`config.mk`:
```
export PLATFORM = sky130hd
export DESIGN_NAME = nsv_dist
export DESIGN_NICKNAME = d
export VERILOG_FILES = /design/src/design/nsv_pkg.sv /design/src/design/nsv_dist.sv
export SDC_FILE = /design/constraint.sdc
export NUM_CORES = 1
export LEC_CHECK = 0
export BUFFER_PORTS_ARGS = -buffer_cell sky130_fd_sc_hd__buf_2
export CORE_ASPECT_RATIO = 1.25
export CORE_MARGIN = 2
export CORE_UTILIZATION = 40
export DETAILED_ROUTE_END_ITERATION = 7
export PLACE_DENSITY = 0.69
export SETUP_SLACK_MARGIN = 0.3
export SLEW_MARGIN = 20
export SYNTH_ARGS = -nofsm -noshare
export SYNTH_HDL_FRONTEND = slang
export SYNTH_SLANG_ARGS = --single-unit
```
`constraint.sdc`:
```
create_clock -name clk -period 5.42 [get_ports clk]
set_clock_uncertainty 0.2 [all_clocks]
set_input_delay 1.084 -clock clk [delete_from_list [all_inputs] [get_ports clk]]
set_output_delay 1.084 -clock clk [all_outputs]
set_load 0.02 [all_outputs]
```
`src/design/nsv_pkg.sv`:
```
`timescale 1ns / 1ps
// ----------------------------------------------------------------------------
// nsv_pkg: shared types and codes for the nearest seed lookup
// Sequencer states, configuration register indexes, request kinds and the
// control tag that travels with each operand set through the distance unit.
// ----------------------------------------------------------------------------
package nsv_pkg;

    // configuration register indexes
    localparam logic [1:0] CFG_SEED_COUNT   = 2'd0;
    localparam logic [1:0] CFG_FRAME_WIDTH  = 2'd1;
    localparam logic [1:0] CFG_FRAME_HEIGHT = 2'd2;

    // request kinds carried in tuser
    localparam logic REQ_LOAD  = 1'b0;
    localparam logic REQ_QUERY = 1'b1;

    // register reset values
    localparam logic [9:0]  SEED_COUNT_RST   = 10'd0;
    localparam logic [11:0] FRAME_WIDTH_RST  = 12'd640;
    localparam logic [11:0] FRAME_HEIGHT_RST = 12'd480;

    localparam int COLOR_BITS = 24;
    localparam int INDEX_BITS = 9;

    // query sequencer states
    typedef enum logic [5:0] {
        ST_IDLE   = 6'b000001,
        ST_BOUND  = 6'b000010,
        ST_RUN    = 6'b000100,
        ST_DRAIN  = 6'b001000,
        ST_COLOR  = 6'b010000,
        ST_FINISH = 6'b100000
    } nsv_state_t;

    // control tag beside each operand set in the distance unit
    typedef struct packed {
        logic valid;
        logic bound;
    } nsv_tag_t;

endpackage

```
`src/design/nsv_dist.sv`:
```
`timescale 1ns / 1ps
// ----------------------------------------------------------------------------
// nsv_dist: pipelined squared distance unit
// Three stages: absolute differences, squares, sum. Takes one operand set
// per cycle; the tag and index ride along beside the data.
// ----------------------------------------------------------------------------
module nsv_dist #(
    parameter int W  = 12,
    parameter int IW = 9
) (
    input  logic              clk,
    input  logic              rst_n,
    input  nsv_pkg::nsv_tag_t in_tag,
    input  logic [IW-1:0]     in_idx,
    input  logic [W-1:0]      ax,
    input  logic [W-1:0]      bx,
    input  logic [W-1:0]      ay,
    input  logic [W-1:0]      by,
    output nsv_pkg::nsv_tag_t out_tag,
    output logic [IW-1:0]     out_idx,
    output logic [2*W:0]      out_dist,
    output logic              busy
);

    import nsv_pkg::*;

    nsv_tag_t        s1_tag_reg, s2_tag_reg, s3_tag_reg;
    logic [IW-1:0]   s1_idx_reg, s2_idx_reg, s3_idx_reg;
    logic [W-1:0]    dx_reg, dy_reg;
    logic [2*W-1:0]  sqx_reg, sqy_reg;
    logic [2*W:0]    sum_reg;
    logic [W-1:0]    dx_next, dy_next;

    // absolute differences
    assign dx_next = (ax > bx) ? (ax - bx) : (bx - ax);
    assign dy_next = (ay > by) ? (ay - by) : (by - ay);

    // stage valids and tags
    always_ff @(posedge clk or negedge rst_n)
    begin
        if (!rst_n)
        begin
            s1_tag_reg <= '0;
            s2_tag_reg <= '0;
            s3_tag_reg <= '0;
        end
        else
        begin
            s1_tag_reg <= in_tag;
            s2_tag_reg <= s1_tag_reg;
            s3_tag_reg <= s2_tag_reg;
        end
    end

    // data path
    always_ff @(posedge clk)
    begin
        s1_idx_reg <= in_idx;
        dx_reg     <= dx_next;
        dy_reg     <= dy_next;
        s2_idx_reg <= s1_idx_reg;
        sqx_reg    <= dx_reg * dx_reg;
        sqy_reg    <= dy_reg * dy_reg;
        s3_idx_reg <= s2_idx_reg;
        sum_reg    <= {1'b0, sqx_reg} + {1'b0, sqy_reg};
    end

    assign out_tag  = s3_tag_reg;
    assign out_idx  = s3_idx_reg;
    assign out_dist = sum_reg;
    assign busy     = s1_tag_reg.valid | s2_tag_reg.valid | s3_tag_reg.valid;

endmodule
```
==> impl_metrics.json <==
{
  "status": "finished clean",
  "drt_first_pass_iters": 5,
  "drtIter0Drc": 487,
  "die-area_um2": 35870,
  "worstHoldStart": "s2_idx_reg[3]$_DFF_P_",
  "synth_cells": 1506,
  "final_cell_mix": "inv_1 (312), ha_1 (168), fa_1 (155)",
  "slew_viol_final": 0,
  "post_drt_wl_per_cell_um": 13.35,
  "drcViolationCount": 0,
  "clk_path_buf_depth": 2,
  "largest_reg_flops": 25,
  "crit_chain": "clkinvlp_4 > nor2_4 > buf_6 > fa_1 > fa_1 > fa_1 > fa_1 > inv_1 > fa_1 > inv_2 > ha_4 > a21o_1 > a21o_1 > and2_4 > a311oi_2 > buf_4 > o31ai_4 > xor2_1",
  "io_pins": 98,
  "antenna_found_initial": 0,
  "syn_nets": 1914,
  "dp.final_hpwl_mm": 22.02,
  "relSlewSlack": 0.2750,
  "period_share": 0.9363,
  "hp-class": "reg -> reg",
  "cap_viol_max_count": 0,
  "core-area_um2": 33690,
  "fp-row-count": 75,
  "cp-start-kind": "register",
  "initial_core_util": 0.4081,
  "gp_congestion": 0.8483,
  "crit_arrival_ns": 5.17,
  "num_antenna_cells": 0,
  "cts.sinks": 128,
  "worstMarginPinSlew_ns": 1.086,
  "cts_tree": "built",
  "synth-seq-area-share": 0.1886,
  "synth_edf_count": 0,
  "port_buffers": 97,
  "dp_cells": 2015,
  "clockRootBuffer": "clkbuf_16",
  "grt_max_degree": 17,
  "yosysWarningCount": 0,
  "hold_viol": 0,
  "clkLatencyLatePin_ns": 0.42,
  "final_net_count": 2048,
  "crit_type": "reg -> reg",
  "final-setup-viol-count": 0,
  "ys_types": 73,
  "grt_util_all_layers": 0.1585,
  "grt_first_pass_wirelength_mm": 46.91,
  "routed_wl_mm": 27.72,
  "overflow": 0,
  "final_antenna_net_count": 0,
  "synthArstFlopShare": 0.04688,
  "crit_start": "dy_reg[4]$_DFF_P_",
  "via_count": 10412,
  "rsz0062_at_grt": "yes",
  "syn_to_final_growth_pct": 17.88,
  "crit_path_end_kind": "register",
  "timing.hold.ws_ns": 0.1251,
  "die_w_um": 169.8,
  "syn_area_per_cell_um2": 9.128,
  "post-route-min-period_ns": 5.075,
  "reg2reg_from": "dy_reg[4]$_DFF_P_",
  "fin_cells": 2076,
  "layout-drive-gt1-share": 0.1869,
  "cts_buffers": 17,
  "syn-cell-area_um2": 13750,
  "max_stage_delay_ns": 0.52,
  "grt_pass1_vias": 10643,
  "cpMaxStageDelayCell": "fa_1",
  "num-fill-cells": 3078,
  "cpMostUsedCell": "fa_1",
  "cts_max_level": 4,
  "clkTransAtPathRegs_ns": 0.06,
  "via_per_inst": 5.015,
  "ys_ff_latch": 128,
  "final_common_cell": "inv_1",
  "path_max_fanout": 7,
  "die_h_um": 211.3,
  "fin_util": 0.4810,
  "fmax_mhz": 197.1,
  "synth_ff_type": "dfxtp_1",
  "cp.required_ns": 5.52
}
[cells in the mapped netlist (all sizes together) (3+ instances only)]
library cell	instances	share of area
dfxtp	122	0.18
nand3	18	0.0066
fa	162	0.24
buf	7	0.0029
nor3	17	0.0062
clkbuf	34	0.010
a221oi	4	0.0030
or3	5	0.0023
ha	185	0.17
o31ai	8	0.0047
o21bai	6	0.0033
nor2	66	0.018
o22ai	4	0.0018
a211o	3	0.0019
a21oi	61	0.022
a311oi	4	0.0025
nor3b	3	0.0016
inv	321	0.088
nor4	7	0.0032
mux2i	21	0.015
o21ai	38	0.014
mux2	3	0.0025
and3	5	0.0024
o21a	15	0.0082
a211oi	14	0.0076
and2	91	0.042
or2	6	0.0027
nand2b	9	0.0041
dfrtp	6	0.011
a21o	27	0.015
o211ai	10	0.0055
xnor2	52	0.033
nor2b	17	0.0077
a31oi	8	0.0036
nand2	76	0.021
nand4	10	0.0046
o31a	4	0.0025
xor2	21	0.013
[timing repair]
item	in CTS	in global routing
hold buffers	0	0
endpoints found under the setup margin	15	17
resized for setup	42	101
buffers inserted	2	27
pin swaps	11	49
[area by class of cell]
class	instances	area, µm²	area share
Tap cell	423	529.3	0.03266
Clock inverter	13	150.1	0.009266
Multi-Input combinational cell	1015	10240	0.6322
Inverter	321	1211	0.07474
Clock buffer	19	452.9	0.02795
Sequential cell	128	2656	0.1639
Timing Repair Buffer	157	959.7	0.05922
[metrics by stage]
step / setup WS [ns] / area (µm²) / setup TNS (ns)
detailed placement: -0.04392 / 14840 / -0.06339
CTS: 0.2703 / 15560 / 0
floorplan: 0.2997 / 13790 / 0
finish: 0.3452 / 16200 / 0
global placement: 0.09384 / 14840 / 0
global route: 0.1837 / 16200 / 0
[routing by layer]
layer	vias to the layer above	routed length, µm	global-route usage
met5	-	0	0
li1	5111	-	-
met3	23	985	0.02211
met2	192	14220	0.2837
met4	0	423	0.04274
met1	5086	12090	0.1995
[kinds of logic (layout without fill, tap and decap cells)]
| group | Yosys count | in the layout | share of synthesized area |
|---|---|---|---|
| flip-flops | 128 | 128 | 0.1886 |
| multiplexers | 24 | 24 | 0.01775 |
| adder cells (fa/ha/maj) | 347 | 347 | 0.4043 |
| AND/OR/NAND/NOR | 337 | 337 | 0.1260 |
| buffers and inverters | 363 | 510 | 0.1014 |
| XOR/XNOR | 73 | 73 | 0.04651 |
| AO/OA/AOI/OAI | 234 | 234 | 0.1155 |
[worst max-delay path, delay by kind of cell (launching register included)]
family,cells,cell delay (ns)
buffers and inverters,5,0.57
AND/OR/NAND/NOR,2,0.31
flip-flops,1,0.41
AO/OA/AOI/OAI,4,0.71
XOR/XNOR,1,0.18
adder cells (fa/ha/maj),6,2.57
[path summary, 6_finish.rpt]
check / cells after the start / end / slack (ns)
max: 18 / sqy_reg[22]$_DFF_P_ / 0.35
min: 0 / out_idx[3]$_DFF_P_ / 0.13
max reg2reg: 18 / sqy_reg[22]$_DFF_P_ / 0.35
min reg2reg: 0 / out_idx[3]$_DFF_P_ / 0.13
max in group asynchronous: 1 / s1_tag_reg[0]$_DFF_PN0_ / 4.61
min in group asynchronous: 1 / s1_tag_reg[1]$_DFF_PN0_ / 0.27
Power is left out: the tool's default activity adds up to more than one toggle a clock period on the data nets, which glitch-free logic cannot reach.
